[src/hdl/nmf_pkg.sv]
// Shared types and constants for the 3x3 neighbour-maximum filter.
// No dependencies; the top level, nmf_window and nmf_emit import it.
`timescale 1ns / 1ps

package nmf_pkg;

    // Fixed field widths of the stream and configuration ports; reset size
    localparam int IDX_W      = 10;
    localparam int SIZE_W     = 11;
    localparam int SIZE_RESET = 4;

    // Bit positions of the result kinds in a pending mask, in output order.
    // Upper/lower is result row r-1 or r; left/right is column c-1 or c.
    localparam int RK_UL   = 0;
    localparam int RK_UR   = 1;
    localparam int RK_LL   = 2;
    localparam int RK_LR   = 3;
    localparam int N_KINDS = 4;

    // Position flags of one input item, worked out when it is accepted
    typedef struct packed {
        logic row_ge1;
        logic row_ge2;
        logic col_ge1;
        logic col_ge2;
        logic last_row;
        logic last_col;
    } pos_flags_t;

endpackage

[src/hdl/nmf_window.sv]
// Column reduction and three-column sliding window of partial maxima.
// Depends on nmf_pkg; fed by the stage-one registers of the top level.
`timescale 1ns / 1ps

module nmf_window
    import nmf_pkg::*;
#(
    parameter int PIXEL_WIDTH = 16
) (
    input  logic                          clk,
    input  logic                          load,
    input  pos_flags_t                    flags,
    input  logic signed [PIXEL_WIDTH-1:0] pix,
    input  logic signed [PIXEL_WIDTH-1:0] mid_raw,
    input  logic signed [PIXEL_WIDTH-1:0] top_raw,
    output logic signed [PIXEL_WIDTH-1:0] col3_0,
    output logic signed [PIXEL_WIDTH-1:0] col3_1,
    output logic signed [PIXEL_WIDTH-1:0] col3_2,
    output logic signed [PIXEL_WIDTH-1:0] bot2_0,
    output logic signed [PIXEL_WIDTH-1:0] bot2_1,
    output logic signed [PIXEL_WIDTH-1:0] bot2_2,
    output logic signed [PIXEL_WIDTH-1:0] tb_1,
    output logic signed [PIXEL_WIDTH-1:0] tb_2,
    output logic signed [PIXEL_WIDTH-1:0] mid_1,
    output logic signed [PIXEL_WIDTH-1:0] mid_2
);

    localparam logic signed [PIXEL_WIDTH-1:0] PIX_MIN = {1'b1, {(PIXEL_WIDTH-1){1'b0}}};

    logic signed [PIXEL_WIDTH-1:0] top_v;
    logic signed [PIXEL_WIDTH-1:0] mid_v;
    logic signed [PIXEL_WIDTH-1:0] new_tb;
    logic signed [PIXEL_WIDTH-1:0] new_bot2;
    logic signed [PIXEL_WIDTH-1:0] new_col3;

    logic signed [PIXEL_WIDTH-1:0] col3_0_reg, col3_1_reg, col3_2_reg;
    logic signed [PIXEL_WIDTH-1:0] bot2_0_reg, bot2_1_reg, bot2_2_reg;
    logic signed [PIXEL_WIDTH-1:0] tb_1_reg, tb_2_reg;
    logic signed [PIXEL_WIDTH-1:0] mid_1_reg, mid_2_reg;

    // Rows above the image read as the most negative value, which is
    // neutral for a maximum.
    always_comb
    begin
        top_v    = flags.row_ge2 ? top_raw : PIX_MIN;
        mid_v    = flags.row_ge1 ? mid_raw : PIX_MIN;
        new_tb   = (top_v > pix) ? top_v : pix;
        new_bot2 = (mid_v > pix) ? mid_v : pix;
        new_col3 = (new_tb > mid_v) ? new_tb : mid_v;
    end

    // Shift a new column in; columns left of the image are neutralised
    always_ff @(posedge clk)
    begin
        if (load)
        begin
            col3_2_reg <= new_col3;
            bot2_2_reg <= new_bot2;
            tb_2_reg   <= new_tb;
            mid_2_reg  <= mid_v;
            if (!flags.col_ge1)
            begin
                col3_0_reg <= PIX_MIN;
                col3_1_reg <= PIX_MIN;
                bot2_0_reg <= PIX_MIN;
                bot2_1_reg <= PIX_MIN;
                tb_1_reg   <= PIX_MIN;
                mid_1_reg  <= PIX_MIN;
            end
            else
            begin
                col3_1_reg <= col3_2_reg;
                bot2_1_reg <= bot2_2_reg;
                tb_1_reg   <= tb_2_reg;
                mid_1_reg  <= mid_2_reg;
                col3_0_reg <= flags.col_ge2 ? col3_1_reg : PIX_MIN;
                bot2_0_reg <= flags.col_ge2 ? bot2_1_reg : PIX_MIN;
            end
        end
    end

    assign col3_0 = col3_0_reg;
    assign col3_1 = col3_1_reg;
    assign col3_2 = col3_2_reg;
    assign bot2_0 = bot2_0_reg;
    assign bot2_1 = bot2_1_reg;
    assign bot2_2 = bot2_2_reg;
    assign tb_1   = tb_1_reg;
    assign tb_2   = tb_2_reg;
    assign mid_1  = mid_1_reg;
    assign mid_2  = mid_2_reg;

endmodule

[config.mk]
export PLATFORM = sky130hd
export DESIGN_NAME = nmf_window
export DESIGN_NICKNAME = d
export VERILOG_FILES = /design/src/hdl/nmf_pkg.sv /design/src/hdl/nmf_window.sv
export SDC_FILE = /design/constraint.sdc
export NUM_CORES = 1
export LEC_CHECK = 0
export BUFFER_PORTS_ARGS = -buffer_cell sky130_fd_sc_hd__clkbuf_2
export CORE_ASPECT_RATIO = 1.25
export CORE_UTILIZATION = 57
export DETAILED_ROUTE_END_ITERATION = 7
export PLACE_DENSITY_LB_ADDON = 0.05
export SLEW_MARGIN = 5
export SYNTH_ARGS = -nofsm -noshare
export SYNTH_HDL_FRONTEND = slang
export SYNTH_SLANG_ARGS = --single-unit
export TNS_END_PERCENT = 10
[constraint.sdc]
create_clock -name clk -period 11.9 [get_ports clk]
set_input_delay 2.38 -clock clk [delete_from_list [all_inputs] [get_ports clk]]
set_output_delay 2.38 -clock clk [all_outputs]
set_load 0.02 [all_outputs]
==> results of run 1 <==
-- cell families after synthesis --
logic type      after synthesis  share of synthesized area, %
compound gates               51                         4.874
fa+ha+maj                    48                         7.878
buf+inv                      58                         3.184
flops                       160                         63.02
mux                          34                         5.826
simple gates                192                         15.21
-- layer usage --
layer	wire, microns	track usage, %	vias up
met4	203	7.433	0
li1	-	-	2464
met3	835	4.514	14
met2	8676	43.64	217
met5	0	0	-
met1	7451	32.87	2483
-- metrics by stage --
stage                     std cells  total power [uW]  util, %
after floorplan                 543             896.7        -
after global placement          902             991.9    68.30
after detailed placement        902              1001    68.30
after CTS                       933              1567    73.16
after global routing            933              1614    73.16
final                           933              1557    73.16
-- power by group --
| part | total (uW) | internal [uW] | leakage (uW) | switching, uW |
|---|---|---|---|---|
| sequential | 709 | 684 | 0.00160 | 24.4 |
| combinational | 280 | 106 | 0.00242 | 175 |
| clock | 567 | 338 | 0.000297 | 229 |
-- worst min-delay path by stage --
stage | end | slack [ps] | cells past startpoint
finish | mid_1[15] | 530 | 1
global route | mid_1[15] | 550 | 1
CTS | mid_1[15] | 530 | 1
detailed placement | mid_1[15] | 520 | 1
global placement | mid_1[15] | 520 | 1
floorplan | bot2_1[15] | 660 | 1
-- layout by cell type, fill, tap and decap left out, drive strengths merged, types with 14 or more instances in the layout --
master / count
mux2: 31
and2: 74
clkbuf: 229
ha: 48
nand2: 24
and3: 31
edfxtp: 160
inv: 40
nand4: 24
o221ai: 14
-- layout make-up --
type / instances / area (sq um)
clock buffer: 17 / 425.4
tap: 168 / 210.2
multi-input combinational: 325 / 2576
timing repair buffer: 215 / 1087
sequential: 160 / 4805
inverter: 34 / 127.6
fill: 893 / 3461
clock inverter: 14 / 200.2
==> flow_summary.json, run 1 <==
{
  "start_util_pct": 59.13,
  "synth-edff-count": 160,
  "cpLargestDelayFamily": "simple AND/OR/NAND/NOR gates",
  "ff2ff_path_depth": 1,
  "whs_ps": 532.8,
  "postSynthRegisterBits": 160,
  "cts_tree": "built",
  "post-route-drc-count": 0,
  "synth_ff_type": "edfxtp_1",
  "cts_buffer_depth": 2,
  "synth_top_area_share_pct": 63.02,
  "slew_headroom_pct": 17.89,
  "post-route-period-util_pct": 63.64,
  "fin_tns_setup_ps": 0,
  "setup_violations": 0,
  "cap_viol_max_count": 0,
  "drive_gt1_share_pct": 37.12,
  "p_leak_uw": 0.004315,
  "yosys-top-cells-area": "edfxtp_1, ha_1, and2_1",
  "cts_setup_buffers": 0,
  "crit_chain": "clkbuf_2 > and2_1 > ha_1 > nand4_2 > or4_1 > a21oi_2 > nor4_2 > mux2i_4 > mux2_2 > ha_1 > and4_1 > a221o_1 > a211o_1 > o21bai_1 > nor3b_4 > mux2_2",
  "placed_area_sq_um": 8806,
  "grt-ovfl-total": 0,
  "syn_inst": 543,
  "ant_nets": 0,
  "rsz0062_at_grt": "false",
  "async_flop_share_pct": 0,
  "drt-initial-drc-count": 324,
  "crit_end": "col3_2[4]",
  "die_w_microns": 105.4,
  "antenna_found_initial": 0,
  "syn_area_per_cell_sq_um": 14.04,
  "synthesis.nets": 647,
  "portBuffers": 213,
  "hold_viol": 0,
  "cts_resized": 0,
  "fmax_mhz": 132.0,
  "setup_ws_ps": 4326,
  "syn_to_final_growth_pct": 23.72,
  "ys_warn_count": 0,
  "root_buffer": "clkbuf_16",
  "ys_seq_area_share_pct": 63.02,
  "netlist_area_sq_um": 7624,
  "crit_path_start_kind": "primary input",
  "arrival_ps": 7730,
  "nets": 857,
  "hp-class": "reg2reg",
  "outcome": "completed",
  "rows": 46,
  "worstSkewPairLatency_ps": 410,
  "die_area_sq_um": 13840,
  "r2r_start": "tb_2[11]",
  "synth_top_area_cell": "edfxtp_1",
  "io_pins": 216,
  "vias": 5178,
  "slowest_delay_ps": 770,
  "hp-start": "mid_2[15]",
  "slew_violations": 0,
  "clock_skew_ps": 7.153,
  "ctsHoldBuffers": 0,
  "vdd_drop_max_uv": 111.7,
  "core_area_sq_um": 12890,
  "hpwl_mm": 13.08,
  "vias_per_cell": 5.550,
  "cts_sinks": 160,
  "die_h_microns": 131.3,
  "reg2reg_slack_ps": 11000,
  "track_usage_pct": 25.40,
  "critical_path_cell_count": 16,
  "wl_per_cell_microns": 18.40,
  "power.density_nw_per_um2": 165.0,
  "cts_buffers": 17,
  "grt_pass1_wl_mm": 26.61,
  "cp_max_fo": 16,
  "postLayoutCellArea_sq_um": 9432,
  "post-place-ws_ps": 3929,
  "worst-setup-path-type": "in2reg",
  "gp_congestion": 0.8780,
  "crit_start": "flags[4]",
  "grt_pass1_vias": 5126,
  "crit_buf_inv": 1,
  "clk_pin_slew_ps": 60,
  "critical-path-slowest-cell": "nor3b_4",
  "dr.pass1.iters": 5,
  "wl_mm": 17.17,
  "fin_crit_ps": 7574,
  "antennaDiodeCount": 0,
  "cp.required_ps": 12060,
  "end_kind": "register",
  "synth_common_cells": "edfxtp_1, and2_1, ha_1",
  "timing.rr.end": "tb_1[11]",
  "htreeDepth": 4,
  "tightest_slew_ps": 1226,
  "grt_max_degree": 97,
  "synth.most_common_cell": "edfxtp_1",
  "synth_cell_type_count": 45
}
(Power assumes the default switching activity.)
==> run 2: changes to the inputs <==
- ABC_AREA: unset -> 1
- CORE_UTILIZATION: 57 -> 53
- clock period: 11.9 -> 7 ns (I/O delays scaled with it)
==> flow_summary.json, run 2 <==
{
  "outcome": "completed",
  "ff2ff_path_depth": 1,
  "post-route-drc-count": 0,
  "netlist_area_sq_um": 7840,
  "fin_tns_setup_ps": 0,
  "core_area_sq_um": 14410,
  "cts_buffers": 17,
  "wl_per_cell_microns": 14.83,
  "syn_area_per_cell_sq_um": 10.33,
  "power_switching_uw": 804.8,
  "p_int_uw": 1909,
  "arrival_ps": 5500,
  "fillers": 1155,
  "synth-edff-count": 160,
  "die_w_microns": 110.8,
  "crit_path_start_kind": "primary input",
  "setup_violations": 0,
  "cap_viol_max_count": 0,
  "clock_skew_ps": 8.365,
  "postSynthRegisterBits": 160,
  "hp-class": "reg2reg",
  "dp_cells": 1129,
  "synth_top_area_cell": "edfxtp_1",
  "htreeDepth": 4,
  "most-common-layout-cells": "clkbuf_2, nand2_1, edfxtp_1",
  "synth_common_cells": "nand2_1, edfxtp_1, inv_1",
  "track_usage_pct": 23.16,
  "clk_pin_slew_ps": 60,
  "syn_to_final_growth_pct": 22.93,
  "worstSkewPairLatency_ps": 420,
  "cts_tree": "built",
  "async_flop_share_pct": 0,
  "gp_congestion": 0.8895,
  "vias_per_cell": 4.924,
  "power.density_nw_per_um2": 281.6,
  "tightest_slew_ps": 1014,
  "whs_path_depth": 2,
  "r2r_start": "bot2_1[15]",
  "hpwl_mm": 13.01,
  "io_pins": 216,
  "p_seq_share_pct": 45.1,
  "crit_start": "flags[4]",
  "vias": 5717,
  "synthesis.nets": 863,
  "nets": 1074,
  "syn_inst": 759,
  "final_core_util_pct": 66.90,
  "clkPwrFrac_pct": 35.1,
  "grt_max_degree": 106,
  "drive_gt1_share_pct": 27.98,
  "synth_cell_type_count": 31,
  "fmax_mhz": 187.2,
  "hold_viol": 0,
  "p_comb_share_pct": 19.7,
  "vdd_drop_max_uv": 272.1,
  "drt-initial-drc-count": 461,
  "cp.required_ps": 7160,
  "portBuffers": 213,
  "synth.most_common_cell": "nand2_1",
  "worst-setup-path-type": "in2reg",
  "synth_ff_type": "edfxtp_1",
  "p_leak_uw": 0.005098,
  "ctsHoldBuffers": 0,
  "wl_mm": 17.22,
  "cts_resized": 0,
  "die_area_sq_um": 15290,
  "slew_headroom_pct": 32.19,
  "start_util_pct": 54.42,
  "dr.pass1.iters": 5,
  "grt-ovfl-total": 0,
  "ant_nets": 0,
  "final_common_cell": "clkbuf_2",
  "synth_top_area_share_pct": 61.28,
  "end_kind": "register",
  "antenna_found_initial": 0,
  "sw_frac_of_total_pct": 29.65,
  "cts_sinks": 160,
  "die_h_microns": 138.0,
  "hp-start": "bot2_2[15]",
  "rsz0062_at_grt": "false",
  "post-route-period-util_pct": 76.32,
  "slew_violations": 0,
  "root_buffer": "clkbuf_16",
  "antennaDiodeCount": 0,
  "grt_pass1_wl_mm": 26.99,
  "ys_seq_area_share_pct": 61.28,
  "cp_max_fo": 17,
  "cts_buffer_depth": 2,
  "instances_no_fill": 1161,
  "ys_warn_count": 0,
  "grt_pass1_vias": 5438,
  "yosys-top-cells-area": "edfxtp_1, nand2_1, ha_1",
  "fin_crit_ps": 5343,
  "cts_setup_buffers": 0,
  "reg2reg_slack_ps": 6040,
  "rows": 49
}
run 2: layer usage:
layer  vias up  track usage (%)  part of all wire, %  wire length [microns]
met4         0            9.111                  2.5                    437
met1      2596            30.60                   44                   7534
met3        35            5.157                  5.9                   1022
li1       2867                -                    -                      -
met5         -                0                    0                      0
met2       219            37.54                   48                   8222
run 2: through the flow:
stage | power (uW) | setup WS (ps) | hold slack (ps) | instance area, sq um
floorplan | 1588 | 2213 | 647.1 | 7840
global placement | 1766 | 1312 | 509.0 | 9027
finish | 2714 | 1658 | 527.5 | 9638
detailed placement | 1782 | 1230 | 516.3 | 9027
global route | 2831 | 1232 | 558.6 | 9638
CTS | 2731 | 1667 | 531.7 | 9638
run 2: cell type report:
class	instances	area [sq um]	area share [%]
Tap cell	178	222.7	2.311
Clock buffer	18	429.2	4.453
Timing Repair Buffer	215	1087	11.28
Multi-Input combinational cell	415	2308	23.95
Sequential cell	160	4805	49.85
Clock inverter	14	181.4	1.882
Inverter	161	604.3	6.270
run 2: worst paths after layout:
kind                 to
max           col3_2[1]
min reg2reg  bot2_1[15]
min          bot2_1[15]
max reg2reg  bot2_0[15]
run 2: power groups by stage:
stage	logic [uW]	clock network, uW	registers (uW)
after detailed placement	536	0	1250
after global routing	593	1000	1240
final	536	954	1220
after CTS	539	966	1230
after floorplan	237	0	1350
after global placement	524	0	1240
run 2: critical path: stages:
cell and delay (ps):
clkbuf_2 250, inv_1 70, nor2_1 140, inv_1 60, ha_1 340, a21oi_1 160, o21ai_1 80, a21oi_2 150
nand3_2 340, nand3_4 470, nand2_1 120, and2_1 200, ha_1 280, nand2_1 60, nor2_1 130, nand2_1 100
nor2_2 100, nand2_1 60, nand4_1 90, nor2_1 80, nor2_4 390, inv_2 240, nand2_1 100, nand2_1 80
run 2: cells by family after synthesis:
family          Yosys count  synth area share, %
compound gates           39                2.633
flops                   160                61.28
fa+ha+maj                48                7.660
buf+inv                 184                9.272
simple gates            328                19.15
