### src/hdl/nmf_pkg.sv
// Shared types and constants for the 3x3 neighbour-maximum filter.
// No dependencies; the top level, nmf_window and nmf_emit import it.
`timescale 1ns / 1ps

package nmf_pkg;

    // Fixed field widths of the stream and configuration ports; reset size
    localparam int IDX_W      = 10;
    localparam int SIZE_W     = 11;
    localparam int SIZE_RESET = 4;

    // Bit positions of the result kinds in a pending mask, in output order.
    // Upper/lower is result row r-1 or r; left/right is column c-1 or c.
    localparam int RK_UL   = 0;
    localparam int RK_UR   = 1;
    localparam int RK_LL   = 2;
    localparam int RK_LR   = 3;
    localparam int N_KINDS = 4;

    // Position flags of one input item, worked out when it is accepted
    typedef struct packed {
        logic row_ge1;
        logic row_ge2;
        logic col_ge1;
        logic col_ge2;
        logic last_row;
        logic last_col;
    } pos_flags_t;

endpackage

### src/hdl/nmf_emit.sv
// Result sequencer: emits up to four results per window, one per cycle while
// the output is not stalled, through an output register. Depends on nmf_pkg and the nmf_window data.
`timescale 1ns / 1ps

module nmf_emit
    import nmf_pkg::*;
#(
    parameter int PIXEL_WIDTH = 16,
    parameter int PW          = 10
) (
    input  logic                          clk,
    input  logic                          rst_n,
    input  logic                          load,
    input  pos_flags_t                    flags,
    input  logic [PW-1:0]                 row_in,
    input  logic [PW-1:0]                 col_in,
    input  logic signed [PIXEL_WIDTH-1:0] col3_0,
    input  logic signed [PIXEL_WIDTH-1:0] col3_1,
    input  logic signed [PIXEL_WIDTH-1:0] col3_2,
    input  logic signed [PIXEL_WIDTH-1:0] bot2_0,
    input  logic signed [PIXEL_WIDTH-1:0] bot2_1,
    input  logic signed [PIXEL_WIDTH-1:0] bot2_2,
    input  logic signed [PIXEL_WIDTH-1:0] tb_1,
    input  logic signed [PIXEL_WIDTH-1:0] tb_2,
    input  logic signed [PIXEL_WIDTH-1:0] mid_1,
    input  logic signed [PIXEL_WIDTH-1:0] mid_2,
    output logic                          load_ready,
    output logic                          out_valid,
    input  logic                          out_ready,
    output logic [IDX_W-1:0]              out_row,
    output logic [IDX_W-1:0]              out_col,
    output logic signed [PIXEL_WIDTH-1:0] out_max,
    output logic                          out_last
);

    localparam logic signed [PIXEL_WIDTH-1:0] PIX_MIN = {1'b1, {(PIXEL_WIDTH-1){1'b0}}};

    logic                 busy_reg;
    logic [N_KINDS-1:0]   pend_reg;
    logic [PW-1:0]        row_reg;
    logic [PW-1:0]        col_reg;

    logic                          m_valid_reg;
    logic [IDX_W-1:0]              m_row_reg;
    logic [IDX_W-1:0]              m_col_reg;
    logic signed [PIXEL_WIDTH-1:0] m_max_reg;
    logic                          m_last_reg;

    logic [N_KINDS-1:0]            pend_in;
    logic [N_KINDS-1:0]            sel;
    logic [N_KINDS-1:0]            pend_rest;
    logic                          out_free;
    logic                          emit;
    logic                          done;
    logic signed [PIXEL_WIDTH-1:0] cand_a;
    logic signed [PIXEL_WIDTH-1:0] cand_b;
    logic signed [PIXEL_WIDTH-1:0] cand_c;
    logic signed [PIXEL_WIDTH-1:0] max_ab;
    logic signed [PIXEL_WIDTH-1:0] max_all;
    logic                          res_lower;
    logic                          res_right;
    logic [PW-1:0]                 res_row;
    logic [PW-1:0]                 res_col;

    // Results caused by the incoming item
    always_comb
    begin
        pend_in          = '0;
        pend_in[RK_UL]   = flags.row_ge1 && flags.col_ge1;
        pend_in[RK_UR]   = flags.row_ge1 && flags.last_col;
        pend_in[RK_LL]   = flags.last_row && flags.col_ge1;
        pend_in[RK_LR]   = flags.last_row && flags.last_col;
    end

    // Handshake of the sequencer: lowest pending kind goes first
    always_comb
    begin
        sel        = pend_reg & (~pend_reg + 1'b1);
        pend_rest  = pend_reg & ~sel;
        out_free   = !m_valid_reg || out_ready;
        emit       = busy_reg && (pend_reg != '0) && out_free;
        done       = busy_reg && ((pend_reg == '0) || (emit && (pend_rest == '0)));
        load_ready = !busy_reg || done;
    end

    // Candidates of the selected result; the centre is left out of each
    always_comb
    begin
        cand_a    = bot2_1;
        cand_b    = mid_2;
        cand_c    = PIX_MIN;
        res_lower = 1'b1;
        res_right = 1'b1;
        if (sel[RK_UL])
        begin
            cand_a    = col3_0;
            cand_b    = col3_2;
            cand_c    = tb_1;
            res_lower = 1'b0;
            res_right = 1'b0;
        end
        else if (sel[RK_UR])
        begin
            cand_a    = col3_1;
            cand_b    = tb_2;
            cand_c    = PIX_MIN;
            res_lower = 1'b0;
        end
        else if (sel[RK_LL])
        begin
            cand_a    = bot2_0;
            cand_b    = bot2_2;
            cand_c    = mid_1;
            res_right = 1'b0;
        end
        max_ab  = (cand_a > cand_b) ? cand_a : cand_b;
        max_all = (max_ab > cand_c) ? max_ab : cand_c;
        res_row = res_lower ? row_reg : row_reg - 1'b1;
        res_col = res_right ? col_reg : col_reg - 1'b1;
    end

    // Sequencer control state
    always_ff @(posedge clk or negedge rst_n)
    begin
        if (!rst_n)
        begin
            busy_reg <= 1'b0;
            pend_reg <= '0;
        end
        else if (load)
        begin
            busy_reg <= 1'b1;
            pend_reg <= pend_in;
        end
        else if (done)
        begin
            busy_reg <= 1'b0;
            pend_reg <= '0;
        end
        else if (emit)
        begin
            pend_reg <= pend_rest;
        end
    end

    // Position of the item that loaded the window
    always_ff @(posedge clk)
    begin
        if (load)
        begin
            row_reg <= row_in;
            col_reg <= col_in;
        end
    end

    // Output register
    always_ff @(posedge clk or negedge rst_n)
    begin
        if (!rst_n)
        begin
            m_valid_reg <= 1'b0;
        end
        else if (emit)
        begin
            m_valid_reg <= 1'b1;
        end
        else if (out_ready)
        begin
            m_valid_reg <= 1'b0;
        end
    end

    always_ff @(posedge clk)
    begin
        if (emit)
        begin
            m_row_reg  <= IDX_W'(res_row);
            m_col_reg  <= IDX_W'(res_col);
            m_max_reg  <= max_all;
            m_last_reg <= (pend_rest == '0);
        end
    end

    assign out_valid = m_valid_reg;
    assign out_row   = m_row_reg;
    assign out_col   = m_col_reg;
    assign out_max   = m_max_reg;
    assign out_last  = m_last_reg;

endmodule

### config.mk
export PLATFORM = sky130hd
export DESIGN_NAME = nmf_emit
export DESIGN_NICKNAME = d
export VERILOG_FILES = /design/src/hdl/nmf_pkg.sv /design/src/hdl/nmf_emit.sv
export SDC_FILE = /design/constraint.sdc
export NUM_CORES = 1
export LEC_CHECK = 0
export ABC_AREA = 1
export BUFFER_PORTS_ARGS = -buffer_cell sky130_fd_sc_hd__buf_2
export CORE_AREA = 2 2 144 146
export DETAILED_ROUTE_END_ITERATION = 10
export DIE_AREA = 0 0 146 148
export PLACE_DENSITY = 0.59
export SETUP_SLACK_MARGIN = 0.4
export SYNTH_ARGS = -nofsm -noshare
export SYNTH_HDL_FRONTEND = slang
export SYNTH_SLANG_ARGS = --single-unit
### constraint.sdc
create_clock -name clk -period 5.3 [get_ports clk]
set_input_delay 0.53 -clock clk [delete_from_list [all_inputs] [get_ports clk]]
set_output_delay 0.53 -clock clk [all_outputs]
set_load 0.05 [all_outputs]
==> impl_metrics.csv, run 1 <==
group,metric,value,unit
logic_synthesis,synth_edf_count,57,
global_route,grt_pass1_vias,4479,
logic_synthesis,synth_flop_cell,"edfxtp_1",
global_route,groute.layer.met1.usage,19.0,%
sta,setup_tns,0,ns
setup_path,end_kind,"flip-flop",
logic_synthesis,ys_seq_area_share,37.7,%
sta,maxSlewViolCount,0,
placement,dpl.hpwl,13.4,mm
logic_synthesis,avgSynthCellArea,8.12,µm²
global_route,antenna_found_initial,2,
logic_synthesis,synth_area,4940,µm²
sta,whs,0.368,ns
setup_path,critPathTopFamily,"simple AND/OR/NAND/NOR gates",
setup_path,critPathBufInv,5,
sta,slew_headroom,29.3,%
sta,fin_crit_sh,86.6,%
cells_and_area,largest_reg_flops,16,
floorplan,pin_count,229,
cells_and_area,multi_input_area,2600,µm²
global_route,grt_pass1_wl,24.0,mm
global_route,track_usage,14.6,%
clock_tree,cts_root_buf,"clkbuf_16",
sta,setup_violations,0,
flow_run,cap_violations,0,
route,final_antenna_net_count,0,
floorplan,dieArea,21600,µm²
setup_path,critPathMostFrequentCell,"nand2_1",
hold_path,hold_path.class,"primary input to flip-flop",
cells_and_area,nNetsFinal,1076,
power,internal_power,2500,µW
cells_and_area,seq_area,1870,µm²
power,clock_power_share,11.9,%
route,drt-total-wl,16.2,mm
setup_path,critPathKind,"flip-flop to flip-flop",
placement,io_buffers,226,
setup_path,rrSetupSlack,0.71,ns
clock_tree,cts.sinks,63,
floorplan,die_y,148,µm
logic_synthesis,synth_top_area_share,34.7,%
logic_synthesis,yosysTopAreaCell,"edfxtp_1",
setup_path,max_stage_delay,0.45,ns
power,power_leakage,0.00343,µW
setup_path,cp-start-kind,"flip-flop",
global_route,grt-busiest-layer,"met2",
global_route,met2_usage,24.4,%
run_status,run_status,"finished, final reports clean",
global_route,grt_overflow,0,
route,drc_errors,0,
logic_synthesis,synth_area_leaders,"edfxtp_1 35%, nand2_1 9.7%, ha_1 8.6%",
clock_tree,clkLatencyLatePin,0.33,ns
logic_synthesis,ys_ff_latch,63,
power,ir_worst_vdd,0.302,mV
power,switching_share,50.6,%
floorplan,core_region_area,20000,µm²
power,p_comb_share,70.1,%
global_route,grt_start_max_net_pins,39,
clock_tree,numCtsBuffers,9,
placement,globalplace.congestion,0.879,
clock_tree,path_clk_slew,0.06,ns
sta,period_needed,4.59,ns
floorplan,rows,52,
clock_tree,cts_tree,"built",
route,via_count,4821,
cells_and_area,drive_above_1_share,37.2,%
route,firstDrtPassIters,4,
power,p_switching,2560,µW
clock_tree,cts.path.max_buffers,2,
floorplan,die_w,146,µm
sta,rsz0062_at_grt,"false",
floorplan,initial_core_util,24.7,%
setup_path,slowest_stage,"dfrtp_2",
global_route,grt_util_met3,3.06,%
sta,max_slew.worst_pin.slew,1.06,ns
sta,max_freq,218,MHz
cells_and_area,fill_cells,2143,
clock_tree,h-tree-depth,3,
logic_synthesis,synth_cell_types,44,
route,viasPerCell,4.27,
power,power_density,732,nW/µm²
sta,fin_skew,0.00809,ns
setup_path,crit_fanout,16,
logic_synthesis,yosysWarnings,0,
route,drt-initial-drc-count,204,
logic_synthesis,synth_cells,608,
setup_path,required,5.38,ns
logic_synthesis,async_reset_ff_share,9.52,%
setup_path,cp.arrival,4.67,ns
cells_and_area,areaGrowthSynthToFinish,39.9,%
sta,final-hold-violation-count,0,
logic_synthesis,syn_nets,832,
power,p_seq_share,18.0,%
route,wl_per_cell,14.3,µm
## power groups by stage
stage	combinational, µW	sequential, µW	clock (µW)
floorplan	2020	1380	0
global placement	3200	912	0
detailed placement	3240	916	0
CTS	3290	908	626
global route	4000	927	643
finish	3550	909	601
## area by class of cell
cell class | instances | share of cell area (%)
diodes | 3 | 0.109
multi-input cells | 414 | 37.6
well taps | 270 | 4.89
inverters | 109 | 6.10
flip-flops and latches | 63 | 27.0
repair buffers | 255 | 19.9
clock buffers | 9 | 3.26
clock inverters | 7 | 1.12
## through the flow
step | worst slack, ns | power, µW | area (µm²) | std cells | utilization, %
floorplan | 1.10 | 3400 | 4940 | 608 | -
detailed placement | 0.284 | 4160 | 6360 | 1092 | 31.7
CTS | 0.424 | 4830 | 6710 | 1109 | 33.5
finish | 0.708 | 5060 | 6910 | 1130 | 34.5
global placement | 0.342 | 4110 | 6360 | 1092 | 31.7
global route | 0.332 | 5570 | 6910 | 1128 | 34.5
## kinds of logic after synthesis
family,Yosys count,share of synthesized area [%]
compound gates,112,15.6
buf+inv,131,11.0
fa+ha+maj,34,8.61
xor+xnor,18,3.19
flops,63,37.7
simple gates,250,23.9
## routing by layer
| metal | vias to the layer above | part of all wire, % |
|---|---|---|
| met4 | 0 | 2.0 |
| met2 | 140 | 47 |
| met1 | 2111 | 47 |
| met3 | 19 | 5.0 |
| met5 | - | 0 |
| li1 | 2551 | - |
## cell usage in the layout, fill, tap and decap left out, types with 3 or more instances in the layout
| cell type | instances |
|---|---|
| nand3_1 | 27 |
| and2_1 | 15 |
| o21a_1 | 11 |
| nor2_4 | 3 |
| nand4_1 | 19 |
| o22ai_1 | 23 |
| o21ai_1 | 4 |
| a22o_1 | 3 |
| dfrtp_1 | 3 |
| dfrtp_2 | 3 |
| edfxtp_1 | 57 |
| nand2_1 | 126 |
| a221oi_2 | 13 |
| diode_2 | 3 |
| buf_4 | 23 |
| xnor2_1 | 4 |
| buf_6 | 3 |
| o21ai_0 | 26 |
| buf_2 | 226 |
| inv_1 | 102 |
| clkbuf_16 | 9 |
| inv_2 | 4 |
| inv_6 | 3 |
| xor2_1 | 14 |
| nor2_1 | 34 |
| ha_1 | 34 |
| nor3_1 | 3 |
| a21oi_1 | 22 |
| or2_2 | 4 |
| nor3_2 | 3 |
## Yosys cell counts, drive strengths merged, types with 2 or more instances
master,number
nand2,131
inv,109
edfxtp,57
nor2,39
ha,34
o21ai,31
nand3,29
a21oi,23
o22ai,23
nand4,21
buf,17
and2,15
xor2,14
a221oi,13
o21a,11
dfrtp,6
nor3,6
clkbuf,5
or2,4
xnor2,4
a22o,3
a21o,2
nor3b,2
o21bai,2
## path summary, 6_finish.rpt
check	from	endpoint	cells past startpoint
max	pend_reg[0]	out_max[2]	27
min	row_in[4]	row_reg[4]	1
max reg2reg	pend_reg[0]	out_max[2]	27
min reg2reg	col_reg[9]	out_col[9]	1
max in group asynchronous	rst_n	pend_reg[0]	2
min in group asynchronous	rst_n	pend_reg[3]	2
## what timing repair did
item / 4_1_cts / 5_1_grt
setup endpoints to repair: 16 / 16
hold buffers: 1 / 0
hold endpoints to repair: 6 / 0
pin swaps: 0 / 5
resized for setup: 6 / 19
setup buffers: 0 / 18
Note: power is estimated with default switching activity, not from simulation.
==> run 2, diff against run 1 <==
- ABC_AREA: 1 -> not set
- CORE_AREA: 2 2 144 146 -> 2 2 143 145
- CTS_BUF_LIST: not set -> sky130_fd_sc_hd__clkbuf_4
- DIE_AREA: 0 0 146 148 -> 0 0 145 147
==> run 2 against run 1 <==
Compared with the run above:
- the run now ends with negative setup slack left
- final cell count rose by 4.4%
- via count rose by 19%
- first-iteration DRC count rose by 36%
- clock-buffer cell count did not move
- largest power group unchanged
- core utilization rose by 10 points
- non-clock buffer count rose by 164
- register-to-register slack got worse by 0.87 ns
- critical path depth fell by 1
- sequential share of layout area fell by 6.1 points
- critical path type unchanged
==> impl_metrics.csv, run 2 <==
group,metric,value,unit
logic_synthesis,synth_cell_types,54,
floorplan,rows,52,
floorplan,die_y,147,µm
clock_tree,cts_tree,"built",
flow_run,cap_violations,0,
logic_synthesis,yosysTopAreaCell,"edfxtp_1",
setup_path,cp-start-kind,"flip-flop",
setup_path,crit_fanout,14,
logic_synthesis,ys_seq_area_share,38.3,%
sta,layout_setup_ws,-0.161,ns
clock_tree,cts.sinks,63,
sta,setup_violations,16,
route,drt-initial-drc-count,278,
floorplan,pin_count,229,
placement,placed_cells_incl_taps,1114,
cells_and_area,drive_above_1_share,61.5,%
sta,fin_skew,0.0186,ns
logic_synthesis,syn_nets,733,
sta,final-hold-violation-count,0,
clock_tree,h-tree-depth,3,
global_route,grt_pass1_vias,5838,
route,drt-total-wl,21.0,mm
cells_and_area,layout_common_cells,"226 x buf_2, 158 x buf_4, 57 x edfxtp_1",
setup_path,end_kind,"flip-flop",
sta,max_slew.worst_pin.slew,0.593,ns
logic_synthesis,synth_area_leaders,"edfxtp_1 35%, ha_1 8.8%, a22oi_1 4.3%",
cells_and_area,final_common_cell,"buf_2",
hold_path,worstHoldPathCells,1,
run_status,run_status,"finished, violations left",
logic_synthesis,yosysMostFrequentCell,"edfxtp_1",
cells_and_area,nNetsFinal,1128,
sta,setup_tns,-1.66,ns
sta,fin_crit_sh,103,%
logic_synthesis,synth_top_area_share,35.2,%
route,viasPerCell,4.87,
setup_path,critPathKind,"flip-flop to flip-flop",
global_route,grt_start_max_net_pins,43,
floorplan,initial_core_util,24.5,%
sta,maxSlewViolCount,0,
cells_and_area,areaGrowthSynthToFinish,83.6,%
clock_tree,path_clk_slew,0.13,ns
route,firstDrtPassIters,7,
sta,period_needed,5.46,ns
sta,whs,0.256,ns
clock_tree,clkLatencyLatePin,0.44,ns
floorplan,die_w,145,µm
global_route,antenna_found_initial,1,
route,final_antenna_net_count,0,
clock_tree,cts.path.max_buffers,2,
sta,slew_headroom,60.4,%
logic_synthesis,yosysWarnings,0,
setup_path,r2r_cells,26,
route,via_count,5747,
placement,globalplace.congestion,0.877,
logic_synthesis,synth_cells,509,
logic_synthesis,async_reset_ff_share,9.52,%
clock_tree,numCtsBuffers,9,
setup_path,required,5.57,ns
floorplan,dieArea,21300,µm²
logic_synthesis,synth_edf_count,57,
placement,dpl.hpwl,15.8,mm
logic_synthesis,synth_area,4860,µm²
cells_and_area,instances_no_fill,1180,
clock_tree,cts_root_buf,"clkbuf_4",
power,ir_worst_vdd,0.199,mV
setup_path,cp.arrival,5.73,ns
power,p_total,3970,µW
logic_synthesis,synth_flop_cell,"edfxtp_1",
global_route,track_usage,18.9,%
global_route,grt_overflow,0,
cells_and_area,fin_area,8920,µm²
route,wl_per_cell,17.8,µm
hold_path,hold_path.class,"primary input to flip-flop",
route,drc_errors,0,
power,power_density,445,nW/µm²
logic_synthesis,synth_common_cells,"57 x edfxtp_1, 35 x nor2_1, 34 x ha_1, 28 x a21oi_1, 28 x a22oi_1",
logic_synthesis,ys_ff_latch,63,
logic_synthesis,avgSynthCellArea,9.54,µm²
cells_and_area,fill_cells,1897,
placement,place_area,7430,µm²
cells_and_area,largest_reg_flops,16,
placement,io_buffers,226,
floorplan,core_region_area,19800,µm²
global_route,grt_pass1_wl,31.1,mm
sta,rsz0062_at_grt,"true",
sta,max_freq,183,MHz
power,power_leakage,0.00400,µW
run_status,violations,"negative setup slack",
run 2: cell count changes in the layout (fill, tap and decap cells not counted), moves of 16 or more:
cell     delta
nand2_1   -104
o21ai_0    -16
a22oi_1    +26
o22ai_1    -16
inv_1      -85
buf_4     +135
run 2: final cells by class:
cell class	instances	area, µm²	share of cell area, %
timing repair buffer	419	2860	32.1
tap	270	338	3.79
sequential	63	1870	20.9
clock inverter	7	48.8	0.547
clock buffer	9	67.6	0.758
inverter	22	85.1	0.954
antenna	1	2.50	0.0281
multi-input combinational	389	3650	40.9
run 2: metrics by stage:
step	setup slack, ns	utilization (%)
floorplan	0.330	-
global placement	-0.338	37.4
detailed placement	-0.412	37.4
CTS	-0.0417	41.9
global route	-0.348	44.9
finish	-0.161	44.9
run 2: power breakdown:
part           total (µW)  internal [µW]  switching, µW
sequential            724            693           31.0
combinational        2930           1430           1500
clock                 308           95.9            212
run 2: path summary, 6_finish.rpt:
kind                       slack [ns]     endpoint         from
setup / recovery                -0.16  out_max[12]  pend_reg[2]
hold / removal                   0.26   col_reg[4]    col_in[4]
setup reg to reg                -0.16  out_max[12]  pend_reg[2]
hold reg to reg                  0.58   out_row[9]   row_reg[9]
max in group asynchronous        4.72  pend_reg[2]        rst_n
min in group asynchronous        0.42    out_valid        rst_n
run 2: timing repair:
action / in CTS / in global routing
hold buffers: 1 / 0
pin swaps: 21 / 54
gates resized for setup: 83 / 72
hold endpoints to repair: 6 / 0
cloned: 2 / 0
setup endpoints to repair: 16 / 16
setup buffers: 25 / 21
run 2: logic make-up (layout without fill, tap and decap cells):
| family | after synthesis | in the layout | synth area share (%) |
|---|---|---|---|
| mux | 6 | 6 | 1.26 |
| flops | 63 | 63 | 38.3 |
| fa+ha+maj | 35 | 35 | 8.97 |
| simple gates | 157 | 157 | 16.7 |
| other cells | 0 | 1 | 0 |
| buf+inv | 57 | 457 | 4.69 |
| xor+xnor | 17 | 17 | 3.07 |
| compound gates | 174 | 174 | 27.0 |
run 2: metal layers:
metal,global-route usage [%],wire [µm],vias up
li1,-,-,2844
met1,24.3,9190,2683
met2,32.5,10400,192
met3,2.86,924,28
met4,6.49,510,0
met5,0,0,-
run 2: worst max-delay path: stages (launching register included):
cell	delay (ns)
dfrtp_2	0.47
buf_12	0.13
nor3b_4	0.16
buf_6	0.13
buf_16	0.13
a22o_1	0.18
a21oi_2	0.11
buf_4	0.14
inv_4	0.04
ha_4	0.26
nand4_1	0.12
or4_4	0.58
a21oi_4	0.21
buf_6	0.14
nor3_4	0.04
buf_12	0.14
buf_8	0.12
o21ai_4	0.14
a21oi_2	0.07
ha_1	0.30
nand4_1	0.12
inv_1	0.05
a221o_1	0.41
buf_6	0.15
or4_4	0.56
and3_1	0.23
a41oi_1	0.15
